## src/hw/rtl/apf_pkg.sv

```systemverilog
// apf_pkg: shared constants and types for the articulation point finder
// holds the search frame layout and operation codes; no dependencies
package apf_pkg;

   localparam int MAX_VERTICES = 16;
   localparam int VIDX_W       = 4;
   localparam int CNT_W        = 5;

   localparam logic OP_LOAD = 1'b0;
   localparam logic OP_RUN  = 1'b1;

   typedef logic [MAX_VERTICES-1:0] row_type;
   typedef logic [VIDX_W-1:0]       vidx_type;
   typedef logic [CNT_W-1:0]        cnt_type;

   typedef struct packed {
      vidx_type vertex;
      vidx_type parent;
      logic     has_parent;
      cnt_type  cursor;
      cnt_type  children;
      cnt_type  disc;
      cnt_type  low;
      row_type  row;
   } frame_type;

endpackage

```

## src/hw/rtl/apf_adj_store.sv

```systemverilog
// apf_adj_store: adjacency matrix storage, one row per entry
// single write port, registered read port; depends on apf_pkg
module apf_adj_store (
   input  logic             clock,
   input  logic             wr_en,
   input  apf_pkg::vidx_type wr_addr,
   input  apf_pkg::row_type  wr_row,
   input  apf_pkg::vidx_type rd_addr,
   output apf_pkg::row_type  rd_row
);

   apf_pkg::row_type adj_mem [apf_pkg::MAX_VERTICES];
   apf_pkg::row_type rd_row_ff;

   always_ff @(posedge clock) begin
      if (wr_en) begin
         adj_mem[wr_addr] <= wr_row;
      end
      rd_row_ff <= adj_mem[rd_addr];
   end

   assign rd_row = rd_row_ff;

endmodule

```

## src/hw/rtl/articulation_point_finder.sv

```systemverilog
// articulation_point_finder: cut vertex search over a loaded adjacency matrix
// a row load writes one adjacency row from idle; a run scans the neighbors of each of the n vertices
// one at a time, with a back-edge check step for each visited neighbor other than the parent
// the input stalls during a run; the result register frees the input side early
// synchronous active-high reset: sequencer idle, no result pending, vertex count 16
// depends on apf_pkg and apf_adj_store
module articulation_point_finder (
   input  logic        clock,
   input  logic        reset,
   input  logic        req_valid,
   output logic        req_stall,
   input  logic [0:0]  req_operation,
   input  logic [3:0]  req_row_index,
   input  logic [15:0] req_row_bits,
   output logic        rsp_valid,
   input  logic        rsp_stall,
   output logic [15:0] rsp_cut_mask,
   input  logic        csr_wr_en,
   input  logic [4:0]  csr_wr_data
);

   localparam logic [2:0] S_IDLE  = 3'd0;
   localparam logic [2:0] S_ROOT  = 3'd1;
   localparam logic [2:0] S_FETCH = 3'd2;
   localparam logic [2:0] S_SCAN  = 3'd3;
   localparam logic [2:0] S_BACK  = 3'd4;
   localparam logic [2:0] S_POP   = 3'd5;
   localparam logic [2:0] S_DONE  = 3'd6;

   logic [2:0]           state_ff, state_in;
   apf_pkg::cnt_type     vcount_ff;
   apf_pkg::cnt_type     root_ff, root_in;
   apf_pkg::cnt_type     depth_ff, depth_in;
   apf_pkg::cnt_type     count_ff, count_in;
   apf_pkg::row_type     visited_ff, visited_in;
   apf_pkg::row_type     cut_ff, cut_in;
   apf_pkg::frame_type   top_ff, top_in;
   logic                 rsp_valid_ff, rsp_valid_in;
   apf_pkg::row_type     rsp_mask_ff, rsp_mask_in;

   apf_pkg::cnt_type     n_used;
   apf_pkg::cnt_type     depth_m1, depth_m2, count_p1;
   apf_pkg::vidx_type    cur_idx;
   logic                 req_xfer;

   logic                 adj_we;
   apf_pkg::vidx_type    adj_ra;
   apf_pkg::row_type     adj_row;

   apf_pkg::frame_type   stk_mem [apf_pkg::MAX_VERTICES];
   logic                 stk_we;
   apf_pkg::vidx_type    stk_wa, stk_ra;
   apf_pkg::frame_type   stk_wd, stk_rd_ff;

   apf_pkg::cnt_type     disc_mem [apf_pkg::MAX_VERTICES];
   logic                 disc_we;
   apf_pkg::vidx_type    disc_wa;
   apf_pkg::cnt_type     disc_rd_ff;

   assign n_used   = (vcount_ff > apf_pkg::cnt_type'(apf_pkg::MAX_VERTICES))
                   ? apf_pkg::cnt_type'(apf_pkg::MAX_VERTICES) : vcount_ff;
   assign depth_m1 = depth_ff - apf_pkg::cnt_type'(1);
   assign depth_m2 = depth_ff - apf_pkg::cnt_type'(2);
   assign count_p1 = count_ff + apf_pkg::cnt_type'(1);
   assign cur_idx  = top_ff.cursor[apf_pkg::VIDX_W-1:0];
   assign stk_wa   = depth_m1[apf_pkg::VIDX_W-1:0];
   assign stk_ra   = depth_m2[apf_pkg::VIDX_W-1:0];

   assign req_stall    = (state_ff != S_IDLE);
   assign req_xfer     = req_valid && !req_stall;
   assign rsp_valid    = rsp_valid_ff;
   assign rsp_cut_mask = rsp_mask_ff;

   apf_adj_store u_adj (
      .clock   (clock),
      .wr_en   (adj_we),
      .wr_addr (req_row_index),
      .wr_row  (req_row_bits),
      .rd_addr (adj_ra),
      .rd_row  (adj_row)
   );

   // frame stack and discovery numbers
   always_ff @(posedge clock) begin
      if (stk_we) begin
         stk_mem[stk_wa] <= stk_wd;
      end
      stk_rd_ff <= stk_mem[stk_ra];
      if (disc_we) begin
         disc_mem[disc_wa] <= count_p1;
      end
      disc_rd_ff <= disc_mem[cur_idx];
   end

   always_comb begin
      state_in     = state_ff;
      root_in      = root_ff;
      depth_in     = depth_ff;
      count_in     = count_ff;
      visited_in   = visited_ff;
      cut_in       = cut_ff;
      top_in       = top_ff;
      rsp_valid_in = rsp_valid_ff && rsp_stall;
      rsp_mask_in  = rsp_mask_ff;
      adj_we       = 1'b0;
      adj_ra       = cur_idx;
      stk_we       = 1'b0;
      stk_wd       = top_ff;
      disc_we      = 1'b0;
      disc_wa      = cur_idx;

      unique case (state_ff)
         S_IDLE: begin
            if (req_xfer) begin
               if (req_operation == apf_pkg::OP_LOAD) begin
                  adj_we = 1'b1;
               end else begin
                  visited_in = '0;
                  cut_in     = '0;
                  count_in   = '0;
                  depth_in   = '0;
                  root_in    = '0;
                  state_in   = S_ROOT;
               end
            end
         end
         S_ROOT: begin
            adj_ra = root_ff[apf_pkg::VIDX_W-1:0];
            if (root_ff >= n_used) begin
               state_in = S_DONE;
            end else if (visited_ff[root_ff[apf_pkg::VIDX_W-1:0]]) begin
               root_in = root_ff + apf_pkg::cnt_type'(1);
            end else begin
               disc_we           = 1'b1;
               disc_wa           = root_ff[apf_pkg::VIDX_W-1:0];
               count_in          = count_p1;
               visited_in[root_ff[apf_pkg::VIDX_W-1:0]] = 1'b1;
               top_in.vertex     = root_ff[apf_pkg::VIDX_W-1:0];
               top_in.parent     = '0;
               top_in.has_parent = 1'b0;
               top_in.cursor     = '0;
               top_in.children   = '0;
               top_in.disc       = count_p1;
               top_in.low        = count_p1;
               depth_in          = apf_pkg::cnt_type'(1);
               state_in          = S_FETCH;
            end
         end
         S_FETCH: begin
            top_in.row = adj_row;
            state_in   = S_SCAN;
         end
         S_SCAN: begin
            if (top_ff.cursor >= n_used) begin
               if (depth_ff == apf_pkg::cnt_type'(1)) begin
                  depth_in = '0;
                  root_in  = root_ff + apf_pkg::cnt_type'(1);
                  state_in = S_ROOT;
               end else begin
                  state_in = S_POP;
               end
            end else begin
               top_in.cursor = top_ff.cursor + apf_pkg::cnt_type'(1);
               if (cur_idx != top_ff.vertex && top_ff.row[cur_idx]) begin
                  if (!visited_ff[cur_idx]) begin
                     // descend into an unvisited neighbor
                     stk_we            = 1'b1;
                     stk_wd.cursor     = top_ff.cursor + apf_pkg::cnt_type'(1);
                     stk_wd.children   = top_ff.children + apf_pkg::cnt_type'(1);
                     disc_we           = 1'b1;
                     count_in          = count_p1;
                     visited_in[cur_idx] = 1'b1;
                     top_in.vertex     = cur_idx;
                     top_in.parent     = top_ff.vertex;
                     top_in.has_parent = 1'b1;
                     top_in.cursor     = '0;
                     top_in.children   = '0;
                     top_in.disc       = count_p1;
                     top_in.low        = count_p1;
                     depth_in          = depth_ff + apf_pkg::cnt_type'(1);
                     state_in          = S_FETCH;
                  end else if (!top_ff.has_parent || cur_idx != top_ff.parent) begin
                     state_in = S_BACK;
                  end
               end
            end
         end
         S_BACK: begin
            if (disc_rd_ff < top_ff.low) begin
               top_in.low = disc_rd_ff;
            end
            state_in = S_SCAN;
         end
         S_POP: begin
            top_in = stk_rd_ff;
            if (top_ff.low < stk_rd_ff.low) begin
               top_in.low = top_ff.low;
            end
            if (stk_rd_ff.has_parent) begin
               if (top_ff.low >= stk_rd_ff.disc) begin
                  cut_in[stk_rd_ff.vertex] = 1'b1;
               end
            end else if (stk_rd_ff.children > apf_pkg::cnt_type'(1)) begin
               cut_in[stk_rd_ff.vertex] = 1'b1;
            end
            depth_in = depth_m1;
            state_in = S_SCAN;
         end
         S_DONE: begin
            if (!rsp_valid_ff || !rsp_stall) begin
               rsp_valid_in = 1'b1;
               rsp_mask_in  = cut_ff;
               state_in     = S_IDLE;
            end
         end
         default: begin
            state_in = S_IDLE;
         end
      endcase
   end

   always_ff @(posedge clock) begin
      if (reset) begin
         state_ff     <= S_IDLE;
         rsp_valid_ff <= 1'b0;
         vcount_ff    <= apf_pkg::cnt_type'(16);
         visited_ff   <= '0;
      end else begin
         state_ff     <= state_in;
         rsp_valid_ff <= rsp_valid_in;
         visited_ff   <= visited_in;
         if (csr_wr_en) begin
            vcount_ff <= csr_wr_data;
         end
      end
      root_ff     <= root_in;
      depth_ff    <= depth_in;
      count_ff    <= count_in;
      cut_ff      <= cut_in;
      top_ff      <= top_in;
      rsp_mask_ff <= rsp_mask_in;
   end

endmodule
```

## config.mk

```make
export PLATFORM = sky130hd
export DESIGN_NAME = articulation_point_finder
export DESIGN_NICKNAME = d
export VERILOG_FILES = /design/src/hw/rtl/apf_pkg.sv /design/src/hw/rtl/apf_adj_store.sv /design/src/hw/rtl/articulation_point_finder.sv
export SDC_FILE = /design/constraint.sdc
export NUM_CORES = 1
export LEC_CHECK = 0
export BUFFER_PORTS_ARGS = -buffer_cell sky130_fd_sc_hd__buf_4
export CORE_MARGIN = 2
export CORE_UTILIZATION = 55
export DETAILED_ROUTE_END_ITERATION = 6
export HOLD_SLACK_MARGIN = 0.15
export PLACE_DENSITY = 0.68
export SETUP_SLACK_MARGIN = 0.05
export SLEW_MARGIN = 0
export SYNTH_ARGS = -nofsm -noshare
export SYNTH_HDL_FRONTEND = slang
export SYNTH_SLANG_ARGS = --single-unit
```

## constraint.sdc

```tcl
create_clock -name clock -period 8.5 [get_ports clock]
set_input_delay 2.125 -clock clock [delete_from_list [all_inputs] [get_ports clock]]
set_output_delay 2.125 -clock clock [all_outputs]
set_load 0.02 [all_outputs]
```

* Word-level counts from Yosys, hierarchy flattened
Memory sizes are Yosys's and may differ from the RTL's. A register that Yosys moved wholly into a read port is not among the register bits.
Index checks and enable logic that the tools add are counted.
** Cells by class
- Add/sub/neg operators :: 7
- Order comparisons :: 13
- Equality and inequality tests :: 29
- Muxes and demuxes :: 92
- Bitwise operators :: 3
- Reduce and logical (&&, ||, !) cells :: 30
** Operators by type and width (count)
- two-way mux 16 bit :: 10
- two-way mux 29 bit :: 5
- two-way mux 5 bit :: 20
- one-hot mux 24 bit (3 select lines) :: 1
- one-hot mux 16 bit (2 select lines) :: 2
- bitwise OR 16 bit :: 3
- one-hot mux 16 bit (3 select lines) :: 1
- two-way mux 10 bit :: 4
- one-hot mux 5 bit (4 select lines) :: 2
- two-way mux 3 bit :: 10
- one-hot mux 5 bit (3 select lines) :: 2
- inequality test 2 bit, second input constant :: 13
- adder 5 x 1 -> 5 bit, second input constant :: 5
- AND reduction 8 bit :: 3
- two-way mux 1 bit :: 23
- inequality test 3 bit, second input constant :: 6
- two-way mux 4 bit :: 4
- >= comparator 5 bit :: 3
- < comparator 4 x 5 -> 1 bit, second input constant :: 3
- one-hot mux 3 bit (5 select lines) :: 1
- binary-select mux 1 bit (select 4 bit) :: 3
- demux 1 bit (select 4 bit) :: 3
- >= comparator 4 x 1 -> 1 bit, second input constant :: 3
- AND reduction 6 bit :: 2
- other kinds (24) :: 42
** Word-level totals
- Bits in registers :: 117
- RAM bits :: 1056
- Bits of input ports :: 31
- Output and inout bits :: 18
- Logic and storage cells :: 194
- Memories :: 3
** Memory list
- stk_mem :: depth 16, width 45, rd ports 1, clocked after memory_dff 1, write ports 1, line articulation_point_finder.sv:50 : apf_pkg::frame_type stk_mem [apf_pkg::MAX_VERTICES];
- u_adj.adj_mem :: depth 16, width 16, rd ports 1, clocked after memory_dff 1, write ports 1, line apf_adj_store.sv:12 : apf_pkg::row_type adj_mem [apf_pkg::MAX_VERTICES];
- disc_mem :: depth 16, width 5, rd ports 1, clocked after memory_dff 1, write ports 1, line articulation_point_finder.sv:55 : apf_pkg::cnt_type disc_mem [apf_pkg::MAX_VERTICES];

* Longest topological paths before layout
- Depth in word-level cells :: 9
- Depth in mapped cells :: 12

* Modules after synthesis
Synthesis repeated with hierarchy kept, for this count alone.
** Second synthesis, totals
- Cells, all modules :: 2340
- Area, all modules :: 48161.2 um^2
** Modules (own cells, without submodules)
- articulation_point_finder :: times used 1, cells an instance 1908, area an instance 38119.1 um^2, sequential area each 28287.1 um^2
- apf_adj_store :: times used 1, cells an instance 432, area an instance 10042.1 um^2, sequential area each 8007.7 um^2

* Least setup slack after synthesis
Ideal clock, no wire load.
- Path type :: register to register
- Start :: register top_ff (netlist bit cur_idx[0])
- End :: memory stk_mem[11][0] (netlist bit), enable pin
- Setup time :: 0.513 ns
- Data arrival time :: 5.544 ns
- Required time :: 7.987 ns
- Slack :: 2.444 ns
- Cell stages (with the launch flop) :: 11
- Path buffers :: 3
- Clock period less this slack :: 6.056 ns
- Path through :: edfxtp_1 -> buf_2 -> buf_4 -> inv_1 -> ha_1 -> nand2b_1 -> a21oi_1 -> o211ai_1 -> a211oi_2 -> buf_2 -> nor3b_1
** On the way
- Word-level cells in the longest chain between the ends :: 8
- Elaborated cells between the ends (all ways) :: 13
- Those cells by class :: order compare (1); eq/ne (1); mux (10); reduce/logical (1)
** Ends and longest elaborated chain
- start: declaration :: line articulation_point_finder.sv:37 : apf_pkg::frame_type top_ff, top_in;
- start signal: assignment :: line articulation_point_finder.sv:240 : top_ff <= top_in;
- binary-select mux 1 bit (select 4 bit), on equally long branches :: line articulation_point_finder.sv:165, articulation_point_finder.sv:164
- two-way mux 1 bit, on equally long branches :: line articulation_point_finder.sv:165, articulation_point_finder.sv:164
- two-way mux 1 bit or logical AND 1 bit (tied branches) :: line articulation_point_finder.sv:165, articulation_point_finder.sv:164
- two-way mux 1 bit :: line articulation_point_finder.sv:164 : if (cur_idx != top_ff.vertex && top_ff.row[cur_idx]) begin
- two-way mux 1 bit * :: line articulation_point_finder.sv:154 : if (top_ff.cursor >= n_used) begin
- two-way mux 1 bit * :: line articulation_point_finder.sv:112 : unique case (state_ff)
- two-way mux 1 bit * :: line articulation_point_finder.sv:85 : if (stk_we) begin
- two-way mux 1 bit (implied by the code) * :: line articulation_point_finder.sv:86 : stk_mem[stk_wa] <= stk_wd;
- end: declaration :: line articulation_point_finder.sv:50
Every way passes the cells marked *; elsewhere a longest branch is shown, timed or not. The select of a mux whose other input is x is not followed.

* Final worst setup path
- Start :: register state_ff[0]
- End :: register top_ff (netlist bit stk_wd[20]), enable pin
** On the way
- Word-level cells in the longest chain between the ends :: 3
- Elaborated cells between the ends (all ways) :: 13
- Those cells by class :: eq/ne (11); reduce/logical (2)
** Ends and longest elaborated chain
- start: declaration :: line articulation_point_finder.sv:30 : logic [2:0] state_ff, state_in;
- start signal: assignment :: line articulation_point_finder.sv:229 : state_ff <= state_in;
- equality test 3 bit (tied with other cells) :: line articulation_point_finder.sv:112
- nonzero test 4 bit (no source line) or inequality test 2 bit (tied branches)
- AND reduction 8 bit (no source line) *
Every way passes the cells marked *; elsewhere a longest branch is shown, timed or not.
A chain may end at the register's enable or synchronous reset.

==> results.md <==
| Metric | Reported |
|:---|:---|
| Clock latency reported for the late side of the worst-skew pair | 0.70 ns |
| Vias in the first global route | 23,100 |
| Tightest hold margin | 0.442 ns |
| Largest voltage drop on the vdd net | 0.333 mV |
| Max-Cap Viols | 0 |
| Path depth of the worst reg2reg path | 5 |
| Die area | 0.0902 mm2 |
| Worst slew margin relative to its limit | 11.3% |
| Chip Width | 300 um |
| Sequential group share of total power | 45.8% |
| Synthesis warning total | 0 |
| Total detailed-routing wirelength | 106,000 um |
| Type of the worst setup path | reg2reg |
| Weighted congestion at the end of routability-driven global placement | 0.865 |
| Post-DR wirelength/cell | 28.9 um |
| Max Clock Freq | 212 MHz |
| # DRC | 0 |
| Total congestion overflow after global routing | 0 |
| Critical Path Source Type | flop |
| Number of antenna violations at the first check in global routing | 5 |
| # hold bufs at CTS | 0 |
| Total count of hold-check failures in the final report | 0 |
| Count of buffers from port buffering | 48 |
| Comb power frac | 24.3% |
| Proportion of layout cells with a drive suffix above 1 | 25.5% |
| Die extent in y | 300 um |
| Post-Synthesis Net Count | 2,396 |
| Result of the run | completed |
| Via Count | 23,500 |
| Cells resized by post-CTS repair | 0 |
| Maximum fanout count along the critical path | 28 |
| CTS Buf Count | 119 |
| Arrival time reported for the critical path endpoint | 5.02 ns |
| Ports placed on the boundary | 49 |
| Initial DRC count | 3,114 |
| Post-Route Setup TNS | 0 ns |
| Leakage power | 17.4 nW |
| Sw Ratio | 29.4% |
| Mean post-synth cell area | 20.8 um2 |
| Clock slew at reported path FFs | 0.07 ns |
| Flip-flop and latch count after synthesis | 1,239 |
| Total Routing Usage GR | 24.0% |
| Primary flip-flop cell chosen by synthesis mapping | edfxtp_1 |
| Floorplan core area | 0.0869 mm2 |
| NumNets Final | 2,497 |
| Router iterations before antenna repair | 7 |
| Number of buffers inserted by post-CTS setup repair | 0 |
| Pwr Density | 315 mW/mm2 |
| Initial core utilization | 55.6% |
| Final period util | 55.4% |
| Count of clock tree sinks | 1,239 |
| Pin count of the biggest net entering global routing | 182 |
| Clk pwr share | 29.9% |
| Fin Clk Skew | 0.0288 ns |
| Number of H-tree branching levels | 3 |
| Layout-stage area growth over the synthesis result | 11.7% |
| Internal power consumption | 12.0 mW |
| Post-synth ARST share | 0% |
| Transition time at the pin with the least slew margin | 1.32 ns |
| Count of standard-cell rows | 108 |
| Post-synthesis cell area | 0.0483 mm2 |
| Number of enable-type register cells in the synthesized netlist | 1,148 |
| Pins Over Slew Limit | 0 |
| Cells after synthesis | 2,321 |
| Required time worst endpoint | 8.81 ns |
| Worst Hold Path Cells | 0 |
| Net switching power | 4.99 mW |
| Via/cell ratio | 6.39 |
| Sequential element share of the synthesized area | 75.1% |
| TritonCTS clock tree | done |
| HPWL reported at the end of detailed placement | 65,200 um |
| Unrepaired setup endpoints after global routing | no |
| Clock root buffer master | clkbuf_16 |
| Count of unique library cells instantiated by Yosys | 66 |
| Clock period minus worst slack | 4.71 ns |
| Crit end category | flop |
| Worst min path class | reg2reg |
| Number of setup violations in the final report | 0 |
| DRT antenna net count | 0 |
| Final cell utilization of the core | 62.1% |
| Global-route wire length before repair | 158,000 um |
| Maximum count of clock buffers along a single path | 3 |
-- state kept, by name (all words and copies together), names as in the netlist, 35 cells and up --
| register | flops |
|---|---|
| disc_mem | 80 |
| u_adj.adj_mem | 256 |
| stk_mem | 720 |
| stk_rd_ff | 45 |
| stk_wd | 35 |
-- layout by cell type, fill, tap and decap left out, types with 8 or more instances in the layout --
cell,instances
clkbuf_8,12
a21oi_1,26
a22o_1,8
o22ai_1,8
edfxtp_1,1148
nor2b_1,17
a211oi_1,22
nor2_1,87
and2_2,12
nand2_1,83
clkbuf_1,35
nand2b_1,11
inv_1,34
a32o_1,16
nand3_1,39
mux4_2,322
buf_4,99
xnor2_1,16
clkinv_1,17
o21ai_0,13
and3_1,9
nand4_1,13
clkbuf_16,120
mux2i_1,66
xor2_1,13
ha_1,43
dfxtp_1,91
clkinv_2,19
-- logic make-up after synthesis --
family          share of synthesized area, %
compound gates                          2.20
xor+xnor                               0.562
fa+ha+maj                               1.14
buf+inv                                 1.36
flops                                   75.1
mux                                     16.5
simple gates                            3.07
-- stage by stage --
step	worst slack, ns	total power, mW	instance area, um2	instances
2_1_floorplan	2.44	10.5	48300	2321
3_3_place_gp	3.64	12.0	50200	3456
3_5_place_dp	3.56	12.0	50200	3456
4_1_cts	3.91	17.1	54000	3678
5_1_grt	3.54	17.6	54000	3678
6_report	3.79	17.0	54000	3679
-- final timing paths --
check | start | end | slack, ns
max | state_ff[0] | stk_wd[20] | 3.79
min reg2reg | cut_ff[12] | rsp_cut_mask[12] | 0.44
max reg2reg | state_ff[0] | stk_wd[20] | 3.79
min | cut_ff[12] | rsp_cut_mask[12] | 0.44
-- cells in the mapped netlist, drive strengths merged (16+ instances only) --
cell type | instances | share of area, %
a21oi | 29 | 0.31
clkbuf | 72 | 0.56
nor2 | 91 | 0.71
edfxtp | 1148 | 71
mux2i | 68 | 1.4
nand2 | 84 | 0.65
inv | 35 | 0.27
xnor2 | 17 | 0.31
nor2b | 18 | 0.23
a32o | 16 | 0.33
dfxtp | 91 | 3.8
a211oi | 24 | 0.39
buf | 49 | 0.53
nand3 | 40 | 0.42
and2 | 16 | 0.21
mux4 | 322 | 15
o21ai | 16 | 0.17
ha | 44 | 1.1
-- critical path, stage by stage, from the launching register on --
cell      delay, ns
dfxtp_1        0.94
nor2b_1        0.42
nand2_1        0.50
a211oi_2       0.84
o21a_1         0.70
nor4b_1        0.92
-- routing by layer --
metal	wire, um	vias up	global-route usage, %
li1	-	9785	-
met1	46800	12400	39.4
met2	47400	1166	34.1
met3	9980	191	3.95
met4	2180	0	5.58
met5	0	-	0
-- cell type report --
cell class / instances / area (um2)
multi-input combinational: 926 / 11500
clock inverter: 55 / 487
fill: 5840 / 32900
clock buffer: 167 / 3300
inverter: 35 / 131
antenna: 1 / 2.50
tap: 1155 / 1450
timing repair buffer: 101 / 783
sequential: 1239 / 36300
-- power by group through the flow --
stage / sequential (mW) / clock (mW) / combinational [mW]
after floorplan: 7.57 / 0 / 2.94
after global placement: 7.86 / 0 / 4.10
after detailed placement: 7.88 / 0 / 4.13
after CTS: 7.76 / 5.15 / 4.17
after global routing: 7.80 / 5.39 / 4.40
final: 7.77 / 5.08 / 4.13
No activity file was read; power rests on OpenSTA's default activity.
